File: src/dip_pkg.sv
package dip_pkg;

   // character codes
   localparam logic [7:0] CHAR_ZERO  = 8'h30;
   localparam logic [7:0] CHAR_NINE  = 8'h39;
   localparam logic [7:0] CHAR_MINUS = 8'h2D;
   localparam logic [7:0] CHAR_QMARK = 8'h3F;

   // value of a question-mark token
   localparam logic signed [31:0] MISSING_VALUE = -32'sd1;
   // largest magnitude a negative number may reach
   localparam logic [31:0] MAG_LIMIT = 32'h8000_0000;

   // result queue sizing
   localparam int Q_DEPTH = 4;
   localparam int Q_PTR_W = 2;
   localparam int Q_CNT_W = 3;
   // fill level up to which a new byte is taken (two free entries)
   localparam logic [Q_CNT_W-1:0] Q_ACCEPT_MAX = Q_CNT_W'(Q_DEPTH - 2);

   // parser modes
   typedef enum logic [2:0] {
      MODE_SKIP = 3'b001,
      MODE_QRUN = 3'b010,
      MODE_NUM  = 3'b100
   } mode_type;

   typedef struct packed {
      logic [7:0] text_byte;
      logic       end_of_text;
   } req_payload_type;

   typedef struct packed {
      logic signed [31:0] number;
      logic               missing;
      logic               overflow;
      logic               run_last;
   } rsp_payload_type;

endpackage

File: src/decimal_integer_stream_parse_core.sv
// A result is registered into the result queue when the byte that causes it is transferred.
// Throughput: one byte per cycle while req_stall is low; the per-byte times-ten update is combinational.
// A byte that yields two results pushes both into the result queue together; req_stall rises while the
// four-entry result queue has fewer than two free entries.
// Reset (synchronous, active high) returns the parser to skipping with no token open
// and empties the result queue.
module decimal_integer_stream_parse_core import dip_pkg::*; (
   input  logic            clock,
   input  logic            reset,
   input  logic            req_valid,
   output logic            req_stall,
   input  req_payload_type req_payload,
   output logic            rsp_valid,
   input  logic            rsp_stall,
   output rsp_payload_type rsp_payload
);

   // parser state
   mode_type    mode_ff, mode_in;
   logic [31:0] acc_ff, acc_in;
   logic        neg_ff, neg_in;
   logic        ovf_ff, ovf_in;

   // result queue
   rsp_payload_type        q_ff [Q_DEPTH];
   logic [Q_PTR_W-1:0]     wr_ptr_ff, wr_ptr_in;
   logic [Q_PTR_W-1:0]     rd_ptr_ff, rd_ptr_in;
   logic [Q_CNT_W-1:0]     count_ff, count_in;

   logic            req_xfer;
   logic            rsp_xfer;
   logic            is_digit;
   logic            is_minus;
   logic            is_qmark;
   logic [35:0]     wide;
   logic            open_tok;
   logic            head_v;
   logic            tail_v;
   rsp_payload_type head_res;
   rsp_payload_type tail_res;
   rsp_payload_type first_res;
   rsp_payload_type second_res;
   logic [1:0]      push_cnt;

   // result of a closed number token
   function automatic rsp_payload_type num_result(input logic [31:0] acc,
                                                  input logic neg, input logic ovf);
      rsp_payload_type r;
      r.number   = neg ? (32'sd0 - $signed(acc)) : $signed(acc);
      r.missing  = 1'b0;
      r.overflow = ovf | (!neg && (acc == MAG_LIMIT));
      r.run_last = 1'b0;
      return r;
   endfunction

   function automatic rsp_payload_type miss_result();
      rsp_payload_type r;
      r.number   = MISSING_VALUE;
      r.missing  = 1'b1;
      r.overflow = 1'b0;
      r.run_last = 1'b0;
      return r;
   endfunction

   assign req_xfer = req_valid && !req_stall;
   assign rsp_xfer = rsp_valid && !rsp_stall;

   assign is_digit = (req_payload.text_byte >= CHAR_ZERO) && (req_payload.text_byte <= CHAR_NINE);
   assign is_minus = (req_payload.text_byte == CHAR_MINUS);
   assign is_qmark = (req_payload.text_byte == CHAR_QMARK);

   // acc * 10 + digit, as two shifts and adds
   assign wide = {1'b0, acc_ff, 3'b000} + {3'b000, acc_ff, 1'b0}
               + {32'd0, req_payload.text_byte[3:0]};

   // per-byte parse step
   always_comb begin
      mode_in  = mode_ff;
      acc_in   = acc_ff;
      neg_in   = neg_ff;
      ovf_in   = ovf_ff;
      open_tok = 1'b0;
      head_v   = 1'b0;
      tail_v   = 1'b0;
      head_res = miss_result();
      tail_res = miss_result();
      if (req_xfer) begin
         case (mode_ff)
            MODE_QRUN: begin
               // byte after the run is swallowed
               if (!is_qmark) begin
                  head_v  = 1'b1;
                  mode_in = MODE_SKIP;
               end
            end
            MODE_NUM: begin
               if (is_digit) begin
                  acc_in = wide[31:0];
                  if (wide > {4'd0, MAG_LIMIT}) begin
                     ovf_in = 1'b1;
                  end
               end else begin
                  head_v   = 1'b1;
                  head_res = num_result(acc_ff, neg_ff, ovf_ff);
                  open_tok = 1'b1;
               end
            end
            default: begin
               open_tok = 1'b1;
            end
         endcase

         // terminating byte may open the next token
         if (open_tok) begin
            if (is_digit) begin
               mode_in = MODE_NUM;
               acc_in  = {28'd0, req_payload.text_byte[3:0]};
               neg_in  = 1'b0;
               ovf_in  = 1'b0;
            end else if (is_minus) begin
               mode_in = MODE_NUM;
               acc_in  = 32'd0;
               neg_in  = 1'b1;
               ovf_in  = 1'b0;
            end else if (is_qmark) begin
               mode_in = MODE_QRUN;
            end else begin
               mode_in = MODE_SKIP;
            end
         end

         // end of text flushes the open token
         if (req_payload.end_of_text) begin
            if (mode_in == MODE_QRUN) begin
               tail_v = 1'b1;
            end else if (mode_in == MODE_NUM) begin
               tail_v   = 1'b1;
               tail_res = num_result(acc_in, neg_in, ovf_in);
            end
            mode_in = MODE_SKIP;
            acc_in  = 32'd0;
            neg_in  = 1'b0;
            ovf_in  = 1'b0;
         end
      end
   end

   // order results and mark the last one of the byte
   always_comb begin
      first_res  = head_v ? head_res : tail_res;
      second_res = tail_res;
      first_res.run_last  = !(head_v && tail_v);
      second_res.run_last = 1'b1;
      push_cnt = {1'b0, head_v} + {1'b0, tail_v};
   end

   // queue pointers
   always_comb begin
      wr_ptr_in = wr_ptr_ff + Q_PTR_W'(push_cnt);
      rd_ptr_in = rd_ptr_ff + Q_PTR_W'(rsp_xfer);
      count_in  = count_ff + Q_CNT_W'(push_cnt) - Q_CNT_W'(rsp_xfer);
   end

   assign req_stall   = (count_ff > Q_ACCEPT_MAX);
   assign rsp_valid   = (count_ff != '0);
   assign rsp_payload = q_ff[rd_ptr_ff];

   // control registers
   always_ff @(posedge clock) begin
      if (reset) begin
         mode_ff   <= MODE_SKIP;
         acc_ff    <= 32'd0;
         neg_ff    <= 1'b0;
         ovf_ff    <= 1'b0;
         wr_ptr_ff <= '0;
         rd_ptr_ff <= '0;
         count_ff  <= '0;
      end else begin
         mode_ff   <= mode_in;
         acc_ff    <= acc_in;
         neg_ff    <= neg_in;
         ovf_ff    <= ovf_in;
         wr_ptr_ff <= wr_ptr_in;
         rd_ptr_ff <= rd_ptr_in;
         count_ff  <= count_in;
      end
   end

   // queue payload
   always_ff @(posedge clock) begin
      if (push_cnt != 2'd0) begin
         q_ff[wr_ptr_ff] <= first_res;
      end
      if (push_cnt == 2'd2) begin
         q_ff[wr_ptr_ff + Q_PTR_W'(1)] <= second_res;
      end
   end

   // checks
   a_count_bound: assert property (@(posedge clock) disable iff (reset)
      count_ff <= Q_CNT_W'(Q_DEPTH))
      else $error("result queue overfilled");

   a_eot_clears: assert property (@(posedge clock) disable iff (reset)
      (req_xfer && req_payload.end_of_text) |=> (mode_ff == MODE_SKIP && acc_ff == 32'd0))
      else $error("end of text did not clear parser state");

   a_missing_value: assert property (@(posedge clock) disable iff (reset)
      (rsp_valid && rsp_payload.missing) |-> (rsp_payload.number == MISSING_VALUE
                                              && !rsp_payload.overflow))
      else $error("missing result with wrong value");

   a_two_results_room: assert property (@(posedge clock) disable iff (reset)
      (push_cnt == 2'd2) |-> (count_ff <= Q_ACCEPT_MAX))
      else $error("two results pushed without room");

endmodule

File: config.mk
export PLATFORM = sky130hd
export DESIGN_NAME = decimal_integer_stream_parse_core
export DESIGN_NICKNAME = d
export VERILOG_FILES = /design/src/dip_pkg.sv /design/src/decimal_integer_stream_parse_core.sv
export SDC_FILE = /design/constraint.sdc
export NUM_CORES = 1
export LEC_CHECK = 0
export BUFFER_PORTS_ARGS = -buffer_cell sky130_fd_sc_hd__buf_2
export CAP_MARGIN = 10
export CORE_MARGIN = 2
export CORE_UTILIZATION = 65
export CTS_BUF_LIST = sky130_fd_sc_hd__clkbuf_4 sky130_fd_sc_hd__clkbuf_8 sky130_fd_sc_hd__clkbuf_16
export CTS_CLUSTER_SIZE = 10
export DETAILED_ROUTE_END_ITERATION = 6
export PLACE_DENSITY = 0.84
export SLEW_MARGIN = 20
export SYNTH_ARGS = -nofsm -noshare
export SYNTH_HDL_FRONTEND = slang
export SYNTH_SLANG_ARGS = --single-unit
export TNS_END_PERCENT = 5
File: constraint.sdc
create_clock -name clock -period 8.98 [get_ports clock]
set_clock_uncertainty 0.2 [all_clocks]
set_input_delay 0 -clock clock [delete_from_list [all_inputs] [get_ports clock]]
set_output_delay 0 -clock clock [all_outputs]
set_load 0.01 [all_outputs]
==> results of run 1 <==
## synth_stat cells, drive strengths merged, types with 9 or more instances
master	number
xnor2	45
a31oi	17
o22ai	116
o211ai	19
a21oi	107
a21o	10
nand2	119
nor3	18
nand2b	10
or2	14
a22oi	31
o21ai	73
inv	34
clkbuf	86
o21a	11
nor2b	10
dfxtp	48
or4	9
nor2	165
buf	23
xor2	34
nand4	19
mux4	35
a211oi	15
edfxtp	136
and3	12
or3	15
nor4	9
ha	72
o31ai	22
nand3	24
## cell families after synthesis
kind of cell	after synthesis	share of synthesized area, %
AO/OA/AOI/OAI	485	23.50
AND/OR/NAND/NOR	458	16.52
flip-flops	184	37.15
buffers and inverters	144	4.183
XOR/XNOR	79	5.095
adder cells (fa/ha/maj)	75	7.076
multiplexers	44	6.477
## power by group through the flow
stage          registers (uW)  logic [uW]  clock network (uW)
6_report                  920         353                 772
5_1_grt                   922         381                 792
4_1_cts                   920         356                 764
3_3_place_gp              938         345                   0
2_1_floorplan             937         251                   0
3_5_place_dp              939         351                   0
## sequential cells by signal (all words and copies together), names as in the netlist
register   count
q_ff         140
acc_ff        32
count_ff       3
mode_ff        3
rd_ptr_ff      2
wr_ptr_ff      2
neg_ff         1
ovf_ff         1
## critical path, cell delays in order (launching register included)
cell and delay [ps]:
dfxtp_1 420, inv_1 200, fa_1 630, inv_1 70, ha_1 300, a211oi_1 370, o21ai_0 180, a31oi_1 470
o21ai_0 250, xnor2_1 300, o21ai_0 260, nor4b_4 640, and2_1 270, a31oi_2 130, xnor2_1 330, a211oi_1 160
## metrics by stage
stage          power [uW]  hold slack, ps  area [um2]  util [%]
3_5_place_dp         1290           274.6       13910     68.29
5_1_grt              2095           58.67       14610     71.74
3_3_place_gp         1283           253.6       13910     68.29
2_1_floorplan        1188           77.79       13580         -
4_1_cts              2040           17.92       14610     71.74
6_report             2046           32.30       14610     71.74
## worst max path at each step
stage                     startpoint     endpoint  slack, ps  cells past startpoint
after CTS                  acc_ff[0]  q_ff[0][34]       3710                     15
after global placement     acc_ff[0]  q_ff[2][34]       3930                     15
final                      acc_ff[0]  q_ff[0][34]       3540                     15
after detailed placement   acc_ff[0]  q_ff[0][34]       3730                     15
after floorplan            acc_ff[0]  q_ff[0][34]       4370                     15
after global routing       acc_ff[0]  q_ff[0][34]       3380                     15
## layer usage
| metal | global-route usage (%) | part of all wire, % |
|---|---|---|
| met4 | 17.52 | 4.8 |
| met2 | 59.88 | 46 |
| met3 | 8.528 | 13 |
| met1 | 49.65 | 37 |
| met5 | 0 | 0 |
## area by class of cell
type | count | area (um2) | area share (%)
inverters | 35 | 131.4 | 0.8993
clock buffers | 18 | 432.9 | 2.963
well taps | 270 | 337.8 | 2.312
repair buffers | 81 | 510.5 | 3.494
flip-flops and latches | 184 | 5046 | 34.54
clock inverters | 14 | 168.9 | 1.156
multi-input cells | 1141 | 7981 | 54.63
==> flow_summary.yaml, run 1 <==
timing:
  fin_setup_tns_ps: 0
  final-hold-violation-count: 0
  fmax_mhz: 184.0
  slew_headroom_pct: 33.11
  fin_crit_sh_pct: 60.54
  setup_slack_ps: 3544
  setup_viol: 0
  fin_crit_ps: 5436
  drv_slew: 0
  worst_pin_slew_ps: 1001
  rsz0062_at_grt: "no"
setup_path:
  startpoint_type: "flip-flop"
  crit_type: "reg -> reg"
  r2r-end: "q_ff[0][34]"
  cp_max_fo: 9
  end_kind: "flip-flop"
  rr_startpoint: "acc_ff[0]"
  cp.required_ps: 8960
  r2r_setup_slack_ps: 3540
  rr_worst_depth: 15
  crit_arrival_ps: 5410
routing:
  drtIter0Drc: 2078
  drt_wl_total_um: 41730
  drc_errors: 0
  vias_per_cell: 7.333
  drtAntennaViolNets: 0
  routedWlPerCell_um: 23.94
  firstDrtPassIters: 7
  via_count: 12781
clocking:
  cts.clk_slew.worst_paths_ps: 70
  cts_max_level: 4
  cts_setup_buffers: 0
  cts_buffers: 17
  root_buffer: "clkbuf_16"
  tritoncts: "yes"
  cts_sinks: 184
  postCtsHoldBufs: 10
  clock_path_buffers: 2
  clk_latency_ps: 450
  post_cts_resized: 0
power:
  power_density_nw_per_um2: 140.0
  internal_power_uw: 1477
  p_seq_share_pct: 45.0
  swShare_pct: 27.83
  p_leak_uw: 0.005680
  combPwrFrac_pct: 17.3
  power_switching_uw: 569.4
  ir_worst_vdd_mv: 0.1300
  power.share.clock_pct: 37.7
synth:
  synth_cell_types: 92
  synth_seq_cells: 184
  netlist_area_um2: 13580
  yosysSeqAreaShare_pct: 37.15
  synthFlopType: "edfxtp_1"
  yosysTopAreaCell: "edfxtp_1"
  yosys-top-cells-area: "edfxtp_1 30%, dfxtp_1 7.1%, ha_1 6.6%"
  synth.top_cell.area_share_pct: 30.07
  async_reset_ff_share_pct: 0
  postSynthAreaPerCell_um2: 9.245
  yosys_warnings: 0
  synth_enable_flop_cells: 136
  synth_nets: 1557
  netlist_instances: 1469
finish:
  layout-drive-gt1-share_pct: 12.36
  syn2layout_area_growth_pct: 7.573
  final_cell_mix: "164 x nor2_1, 136 x edfxtp_1, 119 x nand2_1"
  fillers: 1443
  fin_cells: 1743
  final_common_cell: "nor2_1"
  nets: 1548
  num_antenna_cells: 0
global_route:
  grt_pass1_vias: 11922
  grt_start_max_net_pins: 51
  grt_antenna_before_repair: 0
  grt_first_pass_wirelength_um: 64850
  grt-ovfl-total: 0
  grt_usage_pct: 37.76
flow_run:
  cap_violations: 0
floorplan:
  die_y_um: 148.5
  num_rows: 52
  die_area_um2: 22070
  die_w_um: 148.5
  start_util_pct: 66.69
  core_region_area_um2: 20360
  num_io_pins: 50
placed_design:
  dp_hpwl_um: 29340
  portBuffers: 49
  gp_congestion: 0.9455
  dpl.cell_count: 1701
  pre_cts_slack_ps: 3731
min_path:
  hp-class: "in -> reg"
  hold_start: "req_valid"
  worstHoldPathCells: 5
  hold_path_end: "acc_ff[19]"
outcome:
  status: "finished clean"
Power figures use the tool's default switching activity.
==> run 2, diff against run 1 <==
--- a/config.mk
+++ b/config.mk
@@ -8,11 +8,11 @@
 export BUFFER_PORTS_ARGS = -buffer_cell sky130_fd_sc_hd__buf_2
 export CAP_MARGIN = 10
 export CORE_MARGIN = 2
-export CORE_UTILIZATION = 65
+export CORE_UTILIZATION = 57
 export CTS_BUF_LIST = sky130_fd_sc_hd__clkbuf_4 sky130_fd_sc_hd__clkbuf_8 sky130_fd_sc_hd__clkbuf_16
 export CTS_CLUSTER_SIZE = 10
 export DETAILED_ROUTE_END_ITERATION = 6
-export PLACE_DENSITY = 0.84
+export PLACE_DENSITY = 0.78
 export SLEW_MARGIN = 20
 export SYNTH_ARGS = -nofsm -noshare
 export SYNTH_HDL_FRONTEND = slang
==> constraint.sdc (replaced) <==
create_clock -name clock -period 4.9 [get_ports clock]
set_clock_uncertainty 0.2 [all_clocks]
set_input_delay 0 -clock clock [delete_from_list [all_inputs] [get_ports clock]]
set_output_delay 0 -clock clock [all_outputs]
set_load 0.01 [all_outputs]
==> run 2 against run 1 <==
Against the previous run: global-route usage is 3.7 points lower; combinational power is 85% higher; non-clock buffer count is 58 higher; core utilization is 6.9 points lower; sequential share of layout area is 1.3 points lower; final cell count is 6.1% higher; register-to-register slack worse by 3400 ps; clock power is 79% higher; routed wire length is 0.94% higher; count of clock-buffer cells in the layout is 1 lower; design area is 3.8% higher; critical path type unchanged; highest routed layer unchanged.
==> flow_summary.yaml, run 2 (synthesis gave the netlist of run 1 again) <==
finish:
  fin_cells: 1850
  largest_reg_flops: 140
  top_register: "q_ff"
  num_antenna_cells: 0
  final_common_cell: "nor2_1"
  final_cell_mix: "163 x nor2_1, 136 x edfxtp_1, 119 x nand2_1"
  syn2layout_area_growth_pct: 11.71
  nets: 1606
  layout-drive-gt1-share_pct: 16.85
  reg_top3: "q_ff x140, acc_ff x32"
clocking:
  cts_setup_buffers: 0
  root_buffer: "clkbuf_16"
  cts_max_level: 4
  tritoncts: "yes"
  cts_buffers: 17
  clk_latency_ps: 450
  cts.clk_slew.worst_paths_ps: 80
  cts_sinks: 184
  clock_path_buffers: 2
setup_path:
  path_depth: 13
  crit_type: "reg -> reg"
  cp_max_fo: 10
  rr_worst_depth: 13
  r2r_setup_slack_ps: 190
  slowest_delay_ps: 610
  startpoint_type: "flip-flop"
  end_kind: "flip-flop"
  worstPathCellList: "ha_1 > ha_1 > a21oi_1 > o21ai_1 > a221oi_1 > mux2i_1 > nand2_1 > a41oi_2 > or3b_2 > nand4bb_2 > a211o_1 > nand2_1 > o22ai_1"
  cp.required_ps: 4860
  slowest_stage: "a221oi_1"
  crit_arrival_ps: 4670
  crit_family: "compound AO/OA/AOI/OAI gates"
  crit_buf_inv: 0
placed_design:
  gp_congestion: 0.9522
  pre_cts_slack_ps: 76.72
  portBuffers: 49
  dp_hpwl_um: 30940
  dpl.cell_count: 1812
routing:
  drtIter0Drc: 1324
  drt_wl_total_um: 42130
  firstDrtPassIters: 6
  drtAntennaViolNets: 0
  vias_per_cell: 6.850
  drc_errors: 0
  via_count: 12673
  routedWlPerCell_um: 22.77
timing:
  fin_crit_sh_pct: 96.14
  setup_viol: 0
  slew_headroom_pct: 36.21
  holdWs_ps: 30.52
  fin_setup_tns_ps: 0
  worst_pin_slew_ps: 953.4
  drv_slew: 0
  fin_crit_ps: 4711
  fmax_mhz: 212.3
  setup_slack_ps: 189.3
  final-hold-violation-count: 0
floorplan:
  core_region_area_um2: 23400
  die_y_um: 158.4
  num_io_pins: 50
  num_rows: 56
  start_util_pct: 58.03
  die_w_um: 158.4
  die_area_um2: 25080
global_route:
  grt_first_pass_wirelength_um: 65900
  grt_usage_pct: 34.02
  grt_pass1_vias: 11971
  grt_antenna_before_repair: 0
  grt-ovfl-total: 0
  grt_start_max_net_pins: 45
min_path:
  hp-class: "in -> reg"
  worstHoldPathCells: 5
flow_run:
  cap_violations: 0
power:
  p_leak_uw: 0.005966
  power_density_nw_per_um2: 245.3
  p_total_uw: 3721
  ir_worst_vdd_mv: 0.2597
outcome:
  status: "finished clean"
run 2: final timing paths:
path,start,endpoint
max,acc_ff[15],q_ff[1][33]
min,req_payload[3],acc_ff[2]
max reg2reg,acc_ff[15],q_ff[1][33]
min reg2reg,q_ff[0][0],q_ff[0][0]
run 2: metrics by stage:
step | utilization [%] | area, um2
6_report | 64.83 | 15170
5_1_grt | 64.83 | 15170
4_1_cts | 64.44 | 15080
3_5_place_dp | 61.68 | 14430
3_3_place_gp | 61.68 | 14430
2_1_floorplan | - | 13580
run 2: metal layers:
| metal | up-vias | wire length [um] | global-route usage (%) |
|---|---|---|---|
| li1 | 5753 | - | - |
| met1 | 5977 | 16170 | 44.08 |
| met2 | 798 | 19480 | 54.97 |
| met3 | 145 | 4633 | 6.641 |
| met4 | 0 | 1846 | 16.22 |
| met5 | - | 0 | 0 |
run 2: area by class of cell:
cell class,count,area [um2]
fill,1919,8232
multi-input combinational,1141,8071
sequential,184,5046
timing repair buffer,139,935.9
clock buffer,17,425.4
tap,319,399.1
clock inverter,15,161.4
inverter,35,131.4
run 2: what timing repair did:
item	4_1_cts	5_1_grt
gates resized for setup	0	19
hold buffers	6	0
endpoints found under the setup margin	0	72
hold endpoints to repair	41	0
run 2: tightest hold or removal path, delay by kind of cell:
kind | cells | cell delay [ps]
AO/OA/AOI/OAI | 2 | 290
AND/OR/NAND/NOR | 2 | 200
buffers and inverters | 1 | 150
run 2: power breakdown:
| part | switching, uW | internal (uW) | total [uW] |
|---|---|---|---|
| registers | 13.6 | 1670 | 1690 |
| clock network | 694 | 689 | 1380 |
| logic | 354 | 298 | 652 |
| total | 1060 | 2660 | 3720 |
==> run 3, diff against run 2 <==
--- a/config.mk
+++ b/config.mk
@@ -8,12 +8,12 @@
 export BUFFER_PORTS_ARGS = -buffer_cell sky130_fd_sc_hd__buf_2
 export CAP_MARGIN = 10
 export CORE_MARGIN = 2
-export CORE_UTILIZATION = 57
+export CORE_UTILIZATION = 65
 export CTS_BUF_LIST = sky130_fd_sc_hd__clkbuf_4 sky130_fd_sc_hd__clkbuf_8 sky130_fd_sc_hd__clkbuf_16
 export CTS_CLUSTER_SIZE = 10
 export DETAILED_ROUTE_END_ITERATION = 6
-export PLACE_DENSITY = 0.78
-export SLEW_MARGIN = 20
+export GPL_TIMING_DRIVEN = 0
+export PLACE_DENSITY = 0.84
 export SYNTH_ARGS = -nofsm -noshare
 export SYNTH_HDL_FRONTEND = slang
 export SYNTH_SLANG_ARGS = --single-unit
==> constraint.sdc (replaced) <==
create_clock -name clock -period 6 [get_ports clock]
set_clock_uncertainty 0.2 [all_clocks]
set_input_delay 0 -clock clock [delete_from_list [all_inputs] [get_ports clock]]
set_output_delay 0 -clock clock [all_outputs]
set_load 0.01 [all_outputs]
==> run 3 against run 2 <==
Against the previous run: the run now ends with design-rule violations left; first-iteration DRC count up 89%; register-to-register slack better by 50 ps; final cell count is 1.4% lower; global-route usage up 7.9 points; flip-flop and latch count unchanged; core utilization grew 8.1 points; critical endpoint is now q_ff[3][26]; largest cell class unchanged; largest power group unchanged; highest routed layer is now met5.
==> flow_summary.yaml, run 3 (synthesis gave the netlist of run 1 again) <==
outcome:
  status: "finished with violations"
  violations: "design-rule violations"
clocking:
  cts_buffers: 17
  root_buffer: "clkbuf_16"
  cts.clk_slew.worst_paths_ps: 90
  clk_latency_ps: 450
  cts_setup_buffers: 0
  tritoncts: "yes"
  clock_path_buffers: 2
  cts_sinks: 184
  cts_max_level: 4
placed_design:
  portBuffers: 47
  dp_hpwl_um: 32550
  gp_congestion: 1.037
  dpl-instance-area_um2: 14180
  dpl.cell_count: 1787
setup_path:
  crit_family: "compound AO/OA/AOI/OAI gates"
  cp.required_ps: 5960
  crit_arrival_ps: 5720
  startpoint_type: "flip-flop"
  cp-startpoint: "acc_ff[0]"
  r2r_setup_slack_ps: 240
  slowest_delay_ps: 620
  crit_type: "reg -> reg"
  critical_path.most_common_cell: "o21ai_0"
  worstPathCellList: "inv_1 > fa_1 > inv_1 > ha_1 > a211oi_1 > o21ai_0 > a31oi_2 > o21ai_0 > xnor2_1 > o21ai_0 > nor4b_4 > and2_1 > a211oi_2 > o22ai_1 > o22ai_1"
  slowest_stage: "fa_1"
  crit_buf_inv: 2
  cp_max_fo: 9
  rr_startpoint: "acc_ff[0]"
  end_kind: "flip-flop"
routing:
  vias_per_cell: 7.393
  via_count: 13493
  drtAntennaViolNets: 0
  drc_errors: 5
  drtIter0Drc: 2502
  drt_wl_total_um: 45700
  firstDrtPassIters: 7
  routedWlPerCell_um: 25.04
min_path:
  hold_start: "req_payload[2]"
  hp-class: "in -> reg"
timing:
  worst_pin_slew_ps: 1037
  final-hold-violation-count: 0
  drv_slew: 0
  setup_viol: 0
  fin_crit_sh_pct: 95.94
  fin_setup_tns_ps: 0
  slew_headroom_pct: 30.62
  rsz0062_at_grt: "no"
  fin_crit_ps: 5756
  holdWs_ps: 50.93
  fmax_mhz: 173.7
finish:
  num_antenna_cells: 0
  layout-drive-gt1-share_pct: 11.51
  final_area_um2: 14860
  syn2layout_area_growth_pct: 9.416
  final_common_cell: "nor2_1"
  final_cell_mix: "164 x nor2_1, 136 x edfxtp_1, 115 x nand2_1"
  finish.utilization_pct: 72.97
  largest_reg_flops: 140
  top_register: "q_ff"
  fin_cells: 1825
  reg_top3: "q_ff x140, acc_ff x32"
  nets: 1631
power:
  power.share.clock_pct: 36.5
  power_density_nw_per_um2: 205.9
  swShare_pct: 28.34
  p_leak_uw: 0.005705
  p_seq_share_pct: 45.1
  internal_power_uw: 2192
  power_switching_uw: 867.0
  ir_worst_vdd_mv: 0.1948
  combPwrFrac_pct: 18.4
floorplan:
  die_y_um: 148.5
  num_io_pins: 50
  die_w_um: 148.5
  die_area_um2: 22070
  core_region_area_um2: 20360
  num_rows: 52
  start_util_pct: 66.69
global_route:
  grt_usage_pct: 41.89
  grt_start_max_net_pins: 36
  grt_antenna_before_repair: 1
  grt_pass1_vias: 12760
  grt_first_pass_wirelength_um: 70610
  grt-ovfl-total: 0
flow_run:
  cap_violations: 0
run 3: changes by cell type in the layout (fill, tap and decap cells not counted), sizes merged:
| cell | previous run | this run |
|---|---|---|
| inv | 45 | 40 |
| clkinv | 5 | 6 |
| clkinvlp | 0 | 2 |
| buf | 133 | 71 |
| dlygate4sd3 | 6 | 7 |
| clkbuf | 17 | 103 |
| bufinv | 0 | 1 |
run 3: final timing paths:
| check | end | cells past startpoint |
|---|---|---|
| setup / recovery | q_ff[3][26] | 15 |
| hold / removal | mode_ff[1] | 6 |
| setup reg to reg | q_ff[3][26] | 15 |
| hold reg to reg | q_ff[2][0] | 2 |
run 3: final cells by class:
class | count | area, um2
plain buffers | 109 | 436.7
clock buffers | 17 | 425.4
clock inverters | 14 | 143.9
fillers | 1393 | 5505
inverters | 35 | 131.4
multi-input cells | 1141 | 8014
flip-flops and latches | 184 | 5045
well taps | 270 | 337.8
repair buffers | 55 | 325.3
run 3: worst reg2reg max path, stage by stage (launching register included):
cell and delay, ps:
dfxtp_1 500, inv_1 270, fa_1 620, inv_1 60
ha_1 310, a211oi_1 400, o21ai_0 240, a31oi_2 440
o21ai_0 200, xnor2_1 400, o21ai_0 280, nor4b_4 560
and2_1 260, a211oi_2 70, o22ai_1 470, o22ai_1 200
run 3: routing by layer:
layer / routed length (um) / global-route usage [%] / vias to the layer above
met1: 15190 / 50.15 / 6106
met4: 3585 / 25.95 / 4
met5: 34 / 0 / -
met2: 20280 / 65.58 / 1240
li1: - / - / 5795
met3: 6612 / 13.87 / 348
run 3: stage by stage:
step | setup slack [ps] | power [uW]
2_1_floorplan | 1389 | 1778
3_5_place_dp | 375.0 | 1954
3_3_place_gp | 328.2 | 1938
6_report | 243.6 | 3059
4_1_cts | 239.6 | 3037
5_1_grt | 25.84 | 3129
run 3: power groups by stage:
stage | Sequential, uW | Clock (uW) | Combinational, uW
2_1_floorplan | 1400 | 0 | 375
6_report | 1380 | 1120 | 563
3_3_place_gp | 1400 | 0 | 533
3_5_place_dp | 1410 | 0 | 548
4_1_cts | 1380 | 1100 | 555
5_1_grt | 1380 | 1150 | 599
run 3: repair_timing:
action | 4_1_cts | 5_1_grt
hold buffers | 7 | 0
setup endpoints to repair | 0 | 49
endpoints found under the hold margin | 9 | 0
resized for setup | 0 | 6
